## src/char_lcd_nibble_interface_top_assert.svh

```systemverilog
// Assertion macros shared by the nibble interface RTL.
// Expects clk and rst_n in the scope where a macro is used.
`ifndef CHAR_LCD_NIBBLE_INTERFACE_TOP_ASSERT_SVH
`define CHAR_LCD_NIBBLE_INTERFACE_TOP_ASSERT_SVH

// Checked only outside reset.
`define CLN_ASSERT(label, prop, msg) \
    label: assert property (@(posedge clk) disable iff (!rst_n) (prop)) \
        else $error(msg);

// Checked at every edge, reset included.
`define CLN_ASSERT_ALWAYS(label, prop, msg) \
    label: assert property (@(posedge clk) (prop)) \
        else $error(msg);

`endif

```

## src/cln_pkg.sv

```systemverilog
// Package for the character LCD nibble interface: request kinds, states,
// LCD command bytes and the sequencer-to-nibble-unit command struct. No deps.
`default_nettype none

package cln_pkg;

    localparam int COLUMNS_DEF = 16;
    localparam int COLUMNS_MAX = 40;
    // Strobe index width: up to 2 + 2*COLUMNS_MAX strobes per request
    localparam int STEP_W      = $clog2(2 * COLUMNS_MAX + 2);

    typedef enum logic [2:0] {
        KIND_CHAR    = 3'd0,
        KIND_INSTR   = 3'd1,
        KIND_MOVE    = 3'd2,
        KIND_CLRPOS  = 3'd3,
        KIND_CLRDISP = 3'd4,
        KIND_STARTUP = 3'd5
    } req_kind_t;

    typedef enum logic {
        ST_IDLE,
        ST_RUN
    } seq_state_t;

    localparam logic [7:0] CMD_SET_DDRAM = 8'h80;
    localparam logic [7:0] CMD_CLEAR     = 8'h01;
    localparam logic [7:0] CMD_ENTRY     = 8'h06;
    localparam logic [7:0] CMD_DISP_ON   = 8'h0F;
    localparam logic [7:0] CHAR_SPACE    = 8'h20;
    localparam logic [3:0] NIB_WAKE      = 4'h3;
    localparam logic [3:0] NIB_FOUR_BIT  = 4'h2;
    localparam logic [6:0] WAIT_SHORT    = 7'd5;
    localparam logic [6:0] WAIT_LONG     = 7'd100;
    localparam int         STARTUP_NIBS  = 4;
    localparam int         STARTUP_LAST  = 9;

    typedef struct packed {
        logic              valid;
        req_kind_t         kind;
        logic [7:0]        data_byte;
        logic [6:0]        addr;
        logic [STEP_W-1:0] step;
        logic              last;
        logic              rs;
    } nib_cmd_t;

endpackage

`default_nettype wire

```

## src/cln_req_if.sv

```systemverilog
// Request channel of the nibble interface: valid/ready plus request fields.
// No dependencies.
`default_nettype none

interface cln_req_if;
    logic       valid;
    logic       ready;
    logic [2:0] req_type;
    logic [7:0] data_byte;
    logic       row;
    logic [3:0] column;

    modport source (output valid, req_type, data_byte, row, column, input ready);
    modport sink   (input valid, req_type, data_byte, row, column, output ready);
endinterface

`default_nettype wire

```

## src/cln_nib_if.sv

```systemverilog
// Nibble result channel: valid/ready plus one strobed nibble.
// No dependencies.
`default_nettype none

interface cln_nib_if;
    logic       valid;
    logic       ready;
    logic [3:0] nibble;
    logic       reg_select;
    logic [6:0] extra_wait_ms;
    logic       last;

    modport source (output valid, nibble, reg_select, extra_wait_ms, last, input ready);
    modport sink   (input valid, nibble, reg_select, extra_wait_ms, last, output ready);
endinterface

`default_nettype wire

```

## src/cln_seq.sv

```systemverilog
// Request sequencer: takes a request, counts strobes, tracks the RS level.
// Depends on cln_pkg, cln_req_if and the assertion macro header.
`default_nettype none
`include "char_lcd_nibble_interface_top_assert.svh"

module cln_seq #(
    parameter int COLUMNS = cln_pkg::COLUMNS_DEF
) (
    input  wire logic              clk,
    input  wire logic              rst_n,
    cln_req_if.sink                req,
    input  wire logic              take,
    output cln_pkg::nib_cmd_t      cmd
);
    import cln_pkg::*;

    localparam logic [STEP_W-1:0] COLS_W = STEP_W'(COLUMNS);

    seq_state_t        state_reg, state_next;
    req_kind_t         kind_reg, kind_next;
    logic [7:0]        data_reg, data_next;
    logic [6:0]        addr_reg, addr_next;
    logic [STEP_W-1:0] step_reg, step_next;
    logic [STEP_W-1:0] last_idx_reg, last_idx_next;
    logic              rs_level_reg, rs_level_next;
    logic [STEP_W-1:0] col_ext;
    logic              accept;

    assign req.ready = (state_reg == ST_IDLE);
    assign accept    = req.valid && req.ready;
    assign col_ext   = STEP_W'(req.column);

    always_comb
    begin
        state_next    = state_reg;
        kind_next     = kind_reg;
        data_next     = data_reg;
        addr_next     = addr_reg;
        step_next     = step_reg;
        last_idx_next = last_idx_reg;
        rs_level_next = rs_level_reg;
        if (accept)
        begin
            kind_next = req_kind_t'(req.req_type);
            data_next = req.data_byte;
            // row*0x40 + column
            addr_next = {req.row, 2'b00, req.column};
            step_next = '0;
            case (req.req_type) inside
                KIND_CHAR:
                begin
                    state_next    = ST_RUN;
                    last_idx_next = STEP_W'(1);
                end
                KIND_INSTR, KIND_MOVE, KIND_CLRDISP:
                begin
                    state_next    = ST_RUN;
                    last_idx_next = STEP_W'(1);
                    rs_level_next = 1'b1;
                end
                KIND_CLRPOS:
                begin
                    state_next    = ST_RUN;
                    rs_level_next = 1'b1;
                    if (col_ext < COLS_W)
                        last_idx_next = STEP_W'(((COLS_W - col_ext) << 1) + 1'b1);
                    else
                        last_idx_next = STEP_W'(1);
                end
                KIND_STARTUP:
                begin
                    state_next    = ST_RUN;
                    rs_level_next = 1'b1;
                    last_idx_next = STEP_W'(STARTUP_LAST);
                end
                default:
                begin
                    // unused kinds: dropped, nothing emitted
                    state_next = ST_IDLE;
                end
            endcase
        end
        else if (state_reg == ST_RUN && take)
        begin
            if (step_reg == last_idx_reg)
                state_next = ST_IDLE;
            else
                step_next = STEP_W'(step_reg + 1'b1);
        end
    end

    always_comb
    begin
        cmd.valid     = (state_reg == ST_RUN);
        cmd.kind      = kind_reg;
        cmd.data_byte = data_reg;
        cmd.addr      = addr_reg;
        cmd.step      = step_reg;
        cmd.last      = (step_reg == last_idx_reg);
        cmd.rs        = rs_level_reg;
    end

    always_ff @(posedge clk or negedge rst_n)
    begin
        if (!rst_n)
        begin
            state_reg    <= ST_IDLE;
            step_reg     <= '0;
            last_idx_reg <= '0;
            rs_level_reg <= 1'b0;
        end
        else
        begin
            state_reg    <= state_next;
            step_reg     <= step_next;
            last_idx_reg <= last_idx_next;
            rs_level_reg <= rs_level_next;
        end
    end

    always_ff @(posedge clk)
    begin
        kind_reg <= kind_next;
        data_reg <= data_next;
        addr_reg <= addr_next;
    end

    `CLN_ASSERT(a_last_goes_idle,
        (state_reg == ST_RUN && take && step_reg == last_idx_reg) |=> state_reg == ST_IDLE,
        "sequencer did not return to idle after the last strobe")
    `CLN_ASSERT(a_step_in_range,
        state_reg == ST_RUN |-> step_reg <= last_idx_reg,
        "strobe index ran past the end of the request")
    `CLN_ASSERT(a_take_only_running,
        take |-> state_reg == ST_RUN,
        "nibble unit took a strobe while the sequencer was idle")

endmodule

`default_nettype wire

```

## src/cln_nib.sv

```systemverilog
// Shared nibble unit: picks byte and half for the current strobe, holds the
// result in the output register. Depends on cln_pkg, cln_nib_if, macro header.
`default_nettype none
`include "char_lcd_nibble_interface_top_assert.svh"

module cln_nib (
    input  wire logic          clk,
    input  wire logic          rst_n,
    input  cln_pkg::nib_cmd_t  cmd,
    output logic               take,
    cln_nib_if.source          rsp
);
    import cln_pkg::*;

    logic       valid_reg, valid_next;
    logic [3:0] nibble_reg;
    logic       rs_reg;
    logic [6:0] wait_reg;
    logic       last_reg;

    logic [7:0] byte_sel;
    logic [7:0] move_byte;
    logic [3:0] nib_sel;
    logic       rs_sel;
    logic [6:0] wait_sel;
    logic       single;
    logic [STEP_W-1:0] init_idx;

    assign take      = cmd.valid && (!valid_reg || rsp.ready);
    assign move_byte = CMD_SET_DDRAM | {1'b0, cmd.addr};
    assign init_idx  = STEP_W'((cmd.step - STEP_W'(STARTUP_NIBS)) >> 1);

    always_comb
    begin
        byte_sel = cmd.data_byte;
        rs_sel   = 1'b0;
        wait_sel = '0;
        single   = 1'b0;
        nib_sel  = NIB_WAKE;
        case (cmd.kind)
            KIND_CHAR:    rs_sel = cmd.rs;
            KIND_INSTR:   byte_sel = cmd.data_byte;
            KIND_MOVE:    byte_sel = move_byte;
            KIND_CLRDISP: byte_sel = CMD_CLEAR;
            KIND_CLRPOS:
            begin
                if (cmd.step < STEP_W'(2))
                    byte_sel = move_byte;
                else
                begin
                    byte_sel = CHAR_SPACE;
                    rs_sel   = 1'b1;
                end
            end
            KIND_STARTUP:
            begin
                if (cmd.step < STEP_W'(STARTUP_NIBS))
                begin
                    // wake-up nibbles 3,3,3 then switch to 4-bit mode
                    single = 1'b1;
                    if (cmd.step == STEP_W'(STARTUP_NIBS - 1))
                        nib_sel = NIB_FOUR_BIT;
                    if (cmd.step == '0 || cmd.step == STEP_W'(STARTUP_NIBS - 1))
                        wait_sel = WAIT_SHORT;
                    else
                        wait_sel = WAIT_LONG;
                end
                else
                begin
                    case (init_idx)
                        STEP_W'(0): byte_sel = CMD_ENTRY;
                        STEP_W'(1): byte_sel = CMD_DISP_ON;
                        default:    byte_sel = CMD_CLEAR;
                    endcase
                end
            end
            default:      byte_sel = cmd.data_byte;
        endcase
        if (!single)
            nib_sel = cmd.step[0] ? byte_sel[3:0] : byte_sel[7:4];
    end

    always_comb
    begin
        valid_next = valid_reg;
        if (take)
            valid_next = 1'b1;
        else if (rsp.ready)
            valid_next = 1'b0;
    end

    always_ff @(posedge clk or negedge rst_n)
    begin
        if (!rst_n)
            valid_reg <= 1'b0;
        else
            valid_reg <= valid_next;
    end

    always_ff @(posedge clk)
    begin
        if (take)
        begin
            nibble_reg <= nib_sel;
            rs_reg     <= rs_sel;
            wait_reg   <= wait_sel;
            last_reg   <= cmd.last;
        end
    end

    assign rsp.valid         = valid_reg;
    assign rsp.nibble        = nibble_reg;
    assign rsp.reg_select    = rs_reg;
    assign rsp.extra_wait_ms = wait_reg;
    assign rsp.last          = last_reg;

    `CLN_ASSERT(a_wait_only_instr,
        (rsp.valid && rsp.extra_wait_ms != 7'd0) |-> !rsp.reg_select,
        "start-up pause on a data strobe")
    `CLN_ASSERT(a_wait_only_startup,
        (take && cmd.kind != KIND_STARTUP) |=> rsp.extra_wait_ms == 7'd0,
        "extra pause outside start-up")
    `CLN_ASSERT_ALWAYS(a_reset_empty,
        !rst_n |=> !valid_reg,
        "output register holds a strobe during reset")

endmodule

`default_nettype wire

```

## src/char_lcd_nibble_interface_top.sv

```systemverilog
// Character LCD 4-bit interface. A request of N strobes holds off the next one
// until its last nibble is in the output register; one nibble per cycle enters
// it while the receiver does not stall. N is 2 for byte requests, 10 for start-up,
// 2 + 2*(COLUMNS-column) for clear from position (2 when column is past the end);
// unused kinds emit none. First nibble passes the state and output registers.
// Async active-low reset empties the output register and sets RS level to 0.
`default_nettype none

module char_lcd_nibble_interface_top #(
    parameter int COLUMNS = cln_pkg::COLUMNS_DEF
) (
    input  wire logic clk,
    input  wire logic rst_n,
    cln_req_if.sink   req,
    cln_nib_if.source rsp
);
    import cln_pkg::*;

    // Sequencer -> nibble unit: strobe description for the current step.
    nib_cmd_t cmd;
    // Nibble unit -> sequencer: the output register took this strobe.
    logic     take;

    // Sequencer owns the request: kind, byte, cursor address, strobe index
    // and the sticky RS level (set once any instruction request is accepted).
    cln_seq #(
        .COLUMNS (COLUMNS)
    ) u_seq (
        .clk   (clk),
        .rst_n (rst_n),
        .req   (req),
        .take  (take),
        .cmd   (cmd)
    );

    // One shared selection unit turns (kind, step) into nibble, RS and pause;
    // its output register decouples the sink so a stalled nibble holds.
    cln_nib u_nib (
        .clk   (clk),
        .rst_n (rst_n),
        .cmd   (cmd),
        .take  (take),
        .rsp   (rsp)
    );

endmodule

`default_nettype wire

```

## src/flat_wrapper.sv

```systemverilog
// flat-port wrapper written by rule: the top's interface ports become plain ports
module char_lcd_nibble_interface_top_flat import cln_pkg::*;
#(
    parameter int COLUMNS = cln_pkg::COLUMNS_DEF
)
  (clk, rst_n, req_valid, req_req_type, req_data_byte, req_row, req_column, req_ready, rsp_valid, rsp_nibble, rsp_reg_select, rsp_extra_wait_ms, rsp_last, rsp_ready);
  cln_req_if req_i ();
  cln_nib_if rsp_i ();
  input  wire logic clk;
  input  wire logic rst_n;
  input wire logic [$bits(req_i.valid)-1:0] req_valid;
  input wire logic [$bits(req_i.req_type)-1:0] req_req_type;
  input wire logic [$bits(req_i.data_byte)-1:0] req_data_byte;
  input wire logic [$bits(req_i.row)-1:0] req_row;
  input wire logic [$bits(req_i.column)-1:0] req_column;
  output wire logic [$bits(req_i.ready)-1:0] req_ready;
  output wire logic [$bits(rsp_i.valid)-1:0] rsp_valid;
  output wire logic [$bits(rsp_i.nibble)-1:0] rsp_nibble;
  output wire logic [$bits(rsp_i.reg_select)-1:0] rsp_reg_select;
  output wire logic [$bits(rsp_i.extra_wait_ms)-1:0] rsp_extra_wait_ms;
  output wire logic [$bits(rsp_i.last)-1:0] rsp_last;
  input wire logic [$bits(rsp_i.ready)-1:0] rsp_ready;
  assign req_i.valid = req_valid;
  assign req_i.req_type = req_req_type;
  assign req_i.data_byte = req_data_byte;
  assign req_i.row = req_row;
  assign req_i.column = req_column;
  assign req_ready = req_i.ready;
  assign rsp_valid = rsp_i.valid;
  assign rsp_nibble = rsp_i.nibble;
  assign rsp_reg_select = rsp_i.reg_select;
  assign rsp_extra_wait_ms = rsp_i.extra_wait_ms;
  assign rsp_last = rsp_i.last;
  assign rsp_i.ready = rsp_ready;
  char_lcd_nibble_interface_top #(.COLUMNS(COLUMNS)) u_core (.clk(clk), .rst_n(rst_n), .req(req_i), .rsp(rsp_i));
endmodule
```

## config.mk

```make
export PLATFORM = sky130hd
export DESIGN_NAME = char_lcd_nibble_interface_top_flat
export DESIGN_NICKNAME = d
export VERILOG_FILES = /design/src/cln_pkg.sv /design/src/cln_req_if.sv /design/src/cln_nib_if.sv /design/src/cln_seq.sv /design/src/cln_nib.sv /design/src/char_lcd_nibble_interface_top.sv /design/src/flat_wrapper.sv
export VERILOG_INCLUDE_DIRS = /design/src /design/src/src
export SDC_FILE = /design/constraint.sdc
export NUM_CORES = 1
export LEC_CHECK = 0
export ABC_AREA = 0
export BUFFER_PORTS_ARGS = -buffer_cell sky130_fd_sc_hd__buf_2
export CAP_MARGIN = 20
export CORE_UTILIZATION = 50
export DETAILED_ROUTE_END_ITERATION = 6
export MAX_ROUTING_LAYER = met4
export PLACE_DENSITY_LB_ADDON = 0.1
export SYNTH_ARGS = -nofsm -noshare
export SYNTH_HDL_FRONTEND = slang
export SYNTH_SLANG_ARGS = --single-unit
```

## constraint.sdc

```tcl
create_clock -name clk -period 2 [get_ports clk]
set_input_delay 0 -clock clk [delete_from_list [all_inputs] [get_ports clk]]
set_output_delay 0 -clock clk [all_outputs]
set_load 0.005 [all_outputs]
```

==> impl_metrics.py, run 1 <==
metrics = {
    "run_status": {
        "status": "finished, violations left",
        "violations": "negative setup slack",
    },
    "critical_path": {
        "r2r_slack_ns": -0.008,
        "crit_slowest_cell": "or4_4",
        "worstPathRequired_ns": 2.04,
        "worstPathArrival_ns": 2.05,
        "timing.rr.end": "u_core.u_nib.rsp.nibble[1]$_SDFFCE_PP1P_",
        "r2r_start": "u_core.u_seq.step_reg[6]$_DFFE_PN0P_",
        "slowest_delay_ns": 0.46,
        "critPathBufInv": 0,
        "path_cells": "or3_4 -> or4_4 -> a22o_1 -> a221oi_2 -> a21oi_1",
        "cp_num_cells": 5,
        "r2r_cells": 5,
        "path_class": "reg -> reg",
        "crit_family": "simple AND/OR/NAND/NOR gates",
        "start_kind": "flop",
        "worstPathMaxFanout": 3,
        "critPathCaptureType": "flop",
    },
    "clock_network": {
        "clock_latency_ns": 0.29,
        "cts_buffers": 5,
        "clockBufferDepth": 2,
        "clk_pin_slew_ns": 0.07,
        "cts_tree": "done",
        "root_buffer": "clkbuf_8",
        "clkSinkCount": 41,
        "h-tree-depth": 2,
    },
    "synth": {
        "synthesis.area_mm2": 0.002096,
        "yosys_warnings": 0,
        "synthCells": 182,
        "ys_types": 48,
        "synth_flop_cell": "edfxtp_1",
        "synth_seq_cells": 41,
        "synth_edf_count": 25,
        "ys_seq_area_share_pct": 54.93,
        "avgSynthCellArea_um2": 11.52,
        "async_flop_share_pct": 39.02,
    },
    "power": {
        "powerDensity_mw_per_mm2": 1100,
        "totalPowerFinal_uw": 2873,
        "p_leak_uw": 0.001063,
        "vdd_drop_max_mv": 0.4924,
    },
    "grt": {
        "grt_antenna_before_repair": 0,
        "track_usage_pct": 22.84,
        "grt_pass1_wl_mm": 7.169,
        "grt_max_degree": 17,
        "grt_pass1_vias": 1528,
        "grt_overflow": 0,
    },
    "finish": {
        "final_nets": 263,
        "final_cell_mix": "buf_2, edfxtp_1, buf_4, dfrtp_1, dlygate4sd3_1",
        "n_fill_cell": 325,
        "multi_input_area_um2": 843.3,
        "drive_gt1_share_pct": 28.03,
        "seq_area_mm2": 0.001151,
        "largest_reg_flops": 8,
        "antennaDiodeCount": 0,
        "final_common_cell": "buf_2",
        "area_growth_pct": 24.66,
    },
    "floorplanning": {
        "core_mm2": 0.004000,
        "dieArea_mm2": 0.004454,
        "io_pins": 35,
        "row_count": 23,
        "die_h_um": 66.74,
        "die_w_um": 66.74,
        "start_util_pct": 52.39,
    },
    "placed_design": {
        "portBuffers": 31,
        "gp_congestion": 0.8115,
        "hpwlAfterDp_mm": 3.071,
    },
    "sta": {
        "tns_ns": -0.007796,
        "min_period_ns": 2.008,
        "finalSetupViolations": 1,
        "timing.final.crit_share_pct": 100.4,
        "finClkSkew_ns": 0.006111,
        "rsz0062_at_grt": "yes",
        "layout_setup_ws_ns": -0.007796,
        "slew_headroom_pct": 64.22,
        "slew_violations": 0,
        "fmax_mhz": 498.1,
        "worst_slew_pin_slew_ns": 0.5355,
        "hold_violations": 0,
    },
    "route": {
        "drt_wl_total_mm": 4.361,
        "drc": 0,
        "via_count": 1574,
        "drt_iter0_drc": 73,
        "avgViaCountPerCell": 5.446,
        "drt-pass1-iter-count": 5,
        "ant_nets": 0,
        "wire_per_inst_um": 15.09,
    },
    "min_path": {
        "holdPathEnd": "u_core.u_nib.rsp.valid$_DFFE_PN0P_",
        "worstHoldStart": "rsp_ready",
        "hold_depth": 3,
        "worst_hold_path_type": "in -> reg",
    },
    "run": {
        "max_cap_violations": 0,
    },
}
-- stage by stage --
stage                     instances  instance area (um2)  hold WS [ns]  setup WS, ns  utilization, %
after floorplan                 184                 2106       -0.2956       0.01208               -
after global placement          265                 2354      -0.07364      0.004960           58.84
after detailed placement        265                 2354      -0.06072     -0.001478           58.84
after CTS                       288                 2585      0.006158     -0.007088           64.62
after global routing            289                 2613       0.02059      -0.06607           65.31
final                           289                 2613       0.01881     -0.007796           65.31
-- power breakdown --
part | switching (uW) | total (uW) | internal [uW]
clock | 273 | 508 | 235
combinational | 570 | 1120 | 548
sequential | 128 | 1250 | 1120
-- layout make-up --
cell class | count | share of cell area [%]
Clock buffer | 5 | 2.634
Clock inverter | 3 | 0.4789
Inverter | 13 | 1.868
Multi-Input combinational cell | 115 | 32.28
Sequential cell | 41 | 44.06
Tap cell | 50 | 2.395
Timing Repair Buffer | 62 | 16.28
-- worst max path at each step --
stage                                                    start                                        to  slack, ns
after floorplan           u_core.u_seq.step_reg[4]$_DFFE_PN0P_  u_core.u_nib.rsp.nibble[1]$_SDFFCE_PP1P_       0.01
after global placement    u_core.u_seq.step_reg[6]$_DFFE_PN0P_      u_core.u_nib.rsp.nibble[0]$_DFFE_PP_      0.005
after detailed placement  u_core.u_seq.step_reg[6]$_DFFE_PN0P_  u_core.u_nib.rsp.nibble[1]$_SDFFCE_PP1P_     -0.001
after CTS                 u_core.u_seq.step_reg[6]$_DFFE_PN0P_  u_core.u_nib.rsp.nibble[1]$_SDFFCE_PP1P_     -0.007
after global routing      u_core.u_seq.step_reg[6]$_DFFE_PN0P_  u_core.u_nib.rsp.nibble[1]$_SDFFCE_PP1P_      -0.07
final                     u_core.u_seq.step_reg[6]$_DFFE_PN0P_  u_core.u_nib.rsp.nibble[1]$_SDFFCE_PP1P_     -0.008
-- repair_timing --
item	in CTS	in global routing
endpoints found under the setup margin	1	3
hold endpoints to repair	30	0
pin swaps	1	1
setup buffers	0	1
gates resized for setup	0	5
hold buffers	15	0
-- metal layers --
metal  vias to the layer above  GRT usage, %  wire length [um]
met2                        36         35.98              2140
li1                        782             -                 -
met3                        11         5.137               139
met5                         -             -                 0
met1                       745         28.59              1975
met4                         0         8.777               105
-- synthesized netlist by cell type, types with 2 or more instances --
master	instances	area share (%)
edfxtp_1	25	36
inv_1	13	2.3
a31oi_1	5	1.5
nand2_1	9	1.6
nand2b_1	5	1.5
and2_1	2	0.60
nand4_1	2	0.60
nor2_1	5	0.90
a21o_1	4	1.4
nor2b_1	4	1.2
buf_4	4	1.4
dfrtp_1	16	19
o21ai_0	5	1.2
xor2_1	6	2.5
o211ai_1	6	2.1
a22oi_1	2	0.72
nor3_1	3	0.72
o31ai_1	4	1.4
a21oi_1	4	0.96
ha_1	5	3.0
nor3b_1	3	1.1
o41ai_1	2	0.84
nand3_1	5	1.2
a22o_1	9	3.8
xnor2_1	3	1.3
clkbuf_1	9	1.6
-- cell families (layout without fill, tap and decap cells) --
kind of cell | after synthesis | after routing | synth area share (%)
xor gates and xnor gates | 9 | 9 | 3.761
other | 1 | 3 | 0.1789
and+or+nand+nor | 47 | 47 | 13.13
muxes | 1 | 1 | 0.5373
AOI/OAI and AO/OA | 49 | 49 | 17.85
adders and majority gates | 6 | 6 | 3.463
buffers and inverters | 28 | 83 | 6.149
DFF | 41 | 41 | 54.93
-- tightest hold or removal path, stage by stage --
cell and delay, ns:
buf_2 0.07, nand2b_1 0.13, nand2_1 0.07
No activity file was read; power rests on OpenSTA's default activity.
==> run 2, diff against run 1 <==
- PLACE_DENSITY: not set -> 0.72
- PLACE_DENSITY_LB_ADDON: 0.1 -> not set
==> impl_metrics.py, run 2 (synthesized netlist as in run 1, its figures left out) <==
metrics = {
    "floorplanning": {
        "core_mm2": 0.004000,
        "start_util_pct": 52.39,
        "io_pins": 35,
        "dieArea_mm2": 0.004454,
        "row_count": 23,
        "die_w_um": 66.74,
        "die_h_um": 66.74,
    },
    "power": {
        "power_frac_clock_pct": 25.1,
        "p_seq_share_pct": 40.2,
        "switching_power_uw": 975.1,
        "p_leak_uw": 0.001075,
        "powerDensity_mw_per_mm2": 1179,
        "intPower_uw": 2134,
        "vdd_drop_max_mv": 0.9084,
        "p_comb_share_pct": 34.6,
        "swShare_pct": 31.36,
    },
    "placed_design": {
        "portBuffers": 31,
        "gp_congestion": 0.8167,
        "placement.setup.worst_slack_ns": 0.01271,
        "hpwlAfterDp_mm": 3.210,
        "dpl-instance-area_mm2": 0.002338,
    },
    "critical_path": {
        "critPathCaptureType": "flop",
        "crit_slowest_cell": "or4_4",
        "start_kind": "flop",
        "crit_family": "simple AND/OR/NAND/NOR gates",
        "path_cells": "or3_4 -> or4_4 -> a22o_1 -> a221oi_2 -> a21oi_1",
        "worstPathArrival_ns": 2.06,
        "critPathBufInv": 0,
        "slowest_delay_ns": 0.46,
        "path_class": "reg -> reg",
        "worstPathRequired_ns": 2.04,
        "worstPathMaxFanout": 6,
    },
    "finish": {
        "final_design_area_no_fill_mm2": 0.002638,
        "multi_input_area_um2": 838.3,
        "final_common_cell": "buf_2",
        "antennaDiodeCount": 0,
        "drive_gt1_share_pct": 27.54,
        "largest_reg_flops": 8,
        "final_nets": 260,
        "n_fill_cell": 302,
        "post-route-util_pct": 65.94,
        "final_cell_mix": "buf_2, edfxtp_1, dfrtp_1",
        "area_growth_pct": 25.85,
        "seq_area_mm2": 0.001151,
    },
    "grt": {
        "track_usage_pct": 21.84,
        "grt_antenna_before_repair": 0,
        "grt_pass1_wl_mm": 6.872,
        "grt_max_degree": 17,
        "grt_pass1_vias": 1448,
        "grt_overflow": 0,
    },
    "route": {
        "via_count": 1597,
        "avgViaCountPerCell": 5.584,
        "drt_wl_total_mm": 4.395,
        "drt-pass1-iter-count": 4,
        "wire_per_inst_um": 15.37,
        "drt_iter0_drc": 70,
        "ant_nets": 0,
        "drc": 0,
    },
    "clock_network": {
        "clock_latency_ns": 0.29,
        "clkSinkCount": 41,
        "cts_buffers": 5,
        "clockBufferDepth": 2,
        "h-tree-depth": 2,
        "cts_tree": "done",
        "clk_pin_slew_ns": 0.08,
        "cts_setup_buffers": 0,
        "root_buffer": "clkbuf_8",
    },
    "sta": {
        "finClkSkew_ns": 0.004707,
        "rsz0062_at_grt": "yes",
        "min_period_ns": 2.019,
        "layout_setup_ws_ns": -0.01895,
        "finalSetupViolations": 1,
        "fmax_mhz": 495.3,
        "timing.final.crit_share_pct": 100.9,
        "worst_slew_pin_slew_ns": 0.6079,
        "slew_headroom_pct": 59.39,
        "hold_violations": 0,
        "slew_violations": 0,
        "tns_ns": -0.01895,
    },
    "run": {
        "max_cap_violations": 0,
    },
    "run_status": {
        "status": "finished, violations left",
        "violations": "negative setup slack",
    },
    "min_path": {
        "worst_hold_path_type": "in -> reg",
    },
}
-- run 2: what timing repair did --
action                                  4_1_cts  5_1_grt
cloned                                        0        0
hold endpoints to repair                     30        0
hold buffers                                 15        0
pin swaps                                     1        0
endpoints found under the setup margin        1        5
gates resized for setup                       0        3
-- run 2: final cells by class --
| type | count | share of cell area [%] |
|---|---|---|
| Timing Repair Buffer | 59 | 15.28 |
| Multi-Input combinational cell | 115 | 31.78 |
| Clock inverter | 3 | 2.467 |
| Inverter | 13 | 1.850 |
| Sequential cell | 41 | 43.64 |
| Clock buffer | 5 | 2.609 |
| Tap cell | 50 | 2.372 |
-- run 2: per-layer routing --
metal | vias to the layer above | part of all wire, % | global-route usage, %
met5 | - | 0 | -
met2 | 54 | 53 | 35.48
met1 | 764 | 42 | 27.10
met3 | 4 | 5.0 | 6.336
met4 | 0 | 0.52 | 4.521
li1 | 775 | - | -
-- run 2: power groups by stage --
stage / Sequential (uW) / Clock, uW / Combinational [uW]
finish: 1250 / 782 / 1080
global route: 1270 / 827 / 1190
CTS: 1250 / 796 / 1060
detailed placement: 1270 / 0 / 1040
global placement: 1260 / 0 / 1000
floorplan: 1240 / 0 / 744
-- run 2: stage by stage --
step                      hold WS (ns)  total power, uW  std cells
after CTS                      0.01135             3110        286
after detailed placement      -0.06588             2307        263
after global placement        -0.08013             2261        263
after floorplan                -0.2956             1982        184
final                          0.01238             3109        286
after global routing           0.02904             3291        286
-- run 2: final timing paths --
path | startpoint | to | slack [ns] | cells past startpoint
min in group asynchronous | rst_n | u_core.u_seq.state_reg$_DFFE_PN0P_ | 0.14 | 2
max reg2reg | u_core.u_seq.step_reg[5]$_DFFE_PN0P_ | u_core.u_nib.rsp.nibble[1]$_SDFFCE_PP1P_ | -0.02 | 5
max | u_core.u_seq.step_reg[5]$_DFFE_PN0P_ | u_core.u_nib.rsp.nibble[1]$_SDFFCE_PP1P_ | -0.02 | 5
max in group asynchronous | rst_n | u_core.u_seq.last_idx_reg[5]$_DFFE_PN0P_ | 1.58 | 2
min | rsp_ready | u_core.u_nib.rsp.valid$_DFFE_PN0P_ | 0.01 | 3
min reg2reg | u_core.u_seq.last_idx_reg[0]$_DFFE_PN0P_ | u_core.u_seq.last_idx_reg[0]$_DFFE_PN0P_ | 0.50 | 1
-- run 2: tightest hold or removal path, stage by stage --
cell and delay [ns]:
buf_2 0.07, nand2b_1 0.13, nand2_1 0.07
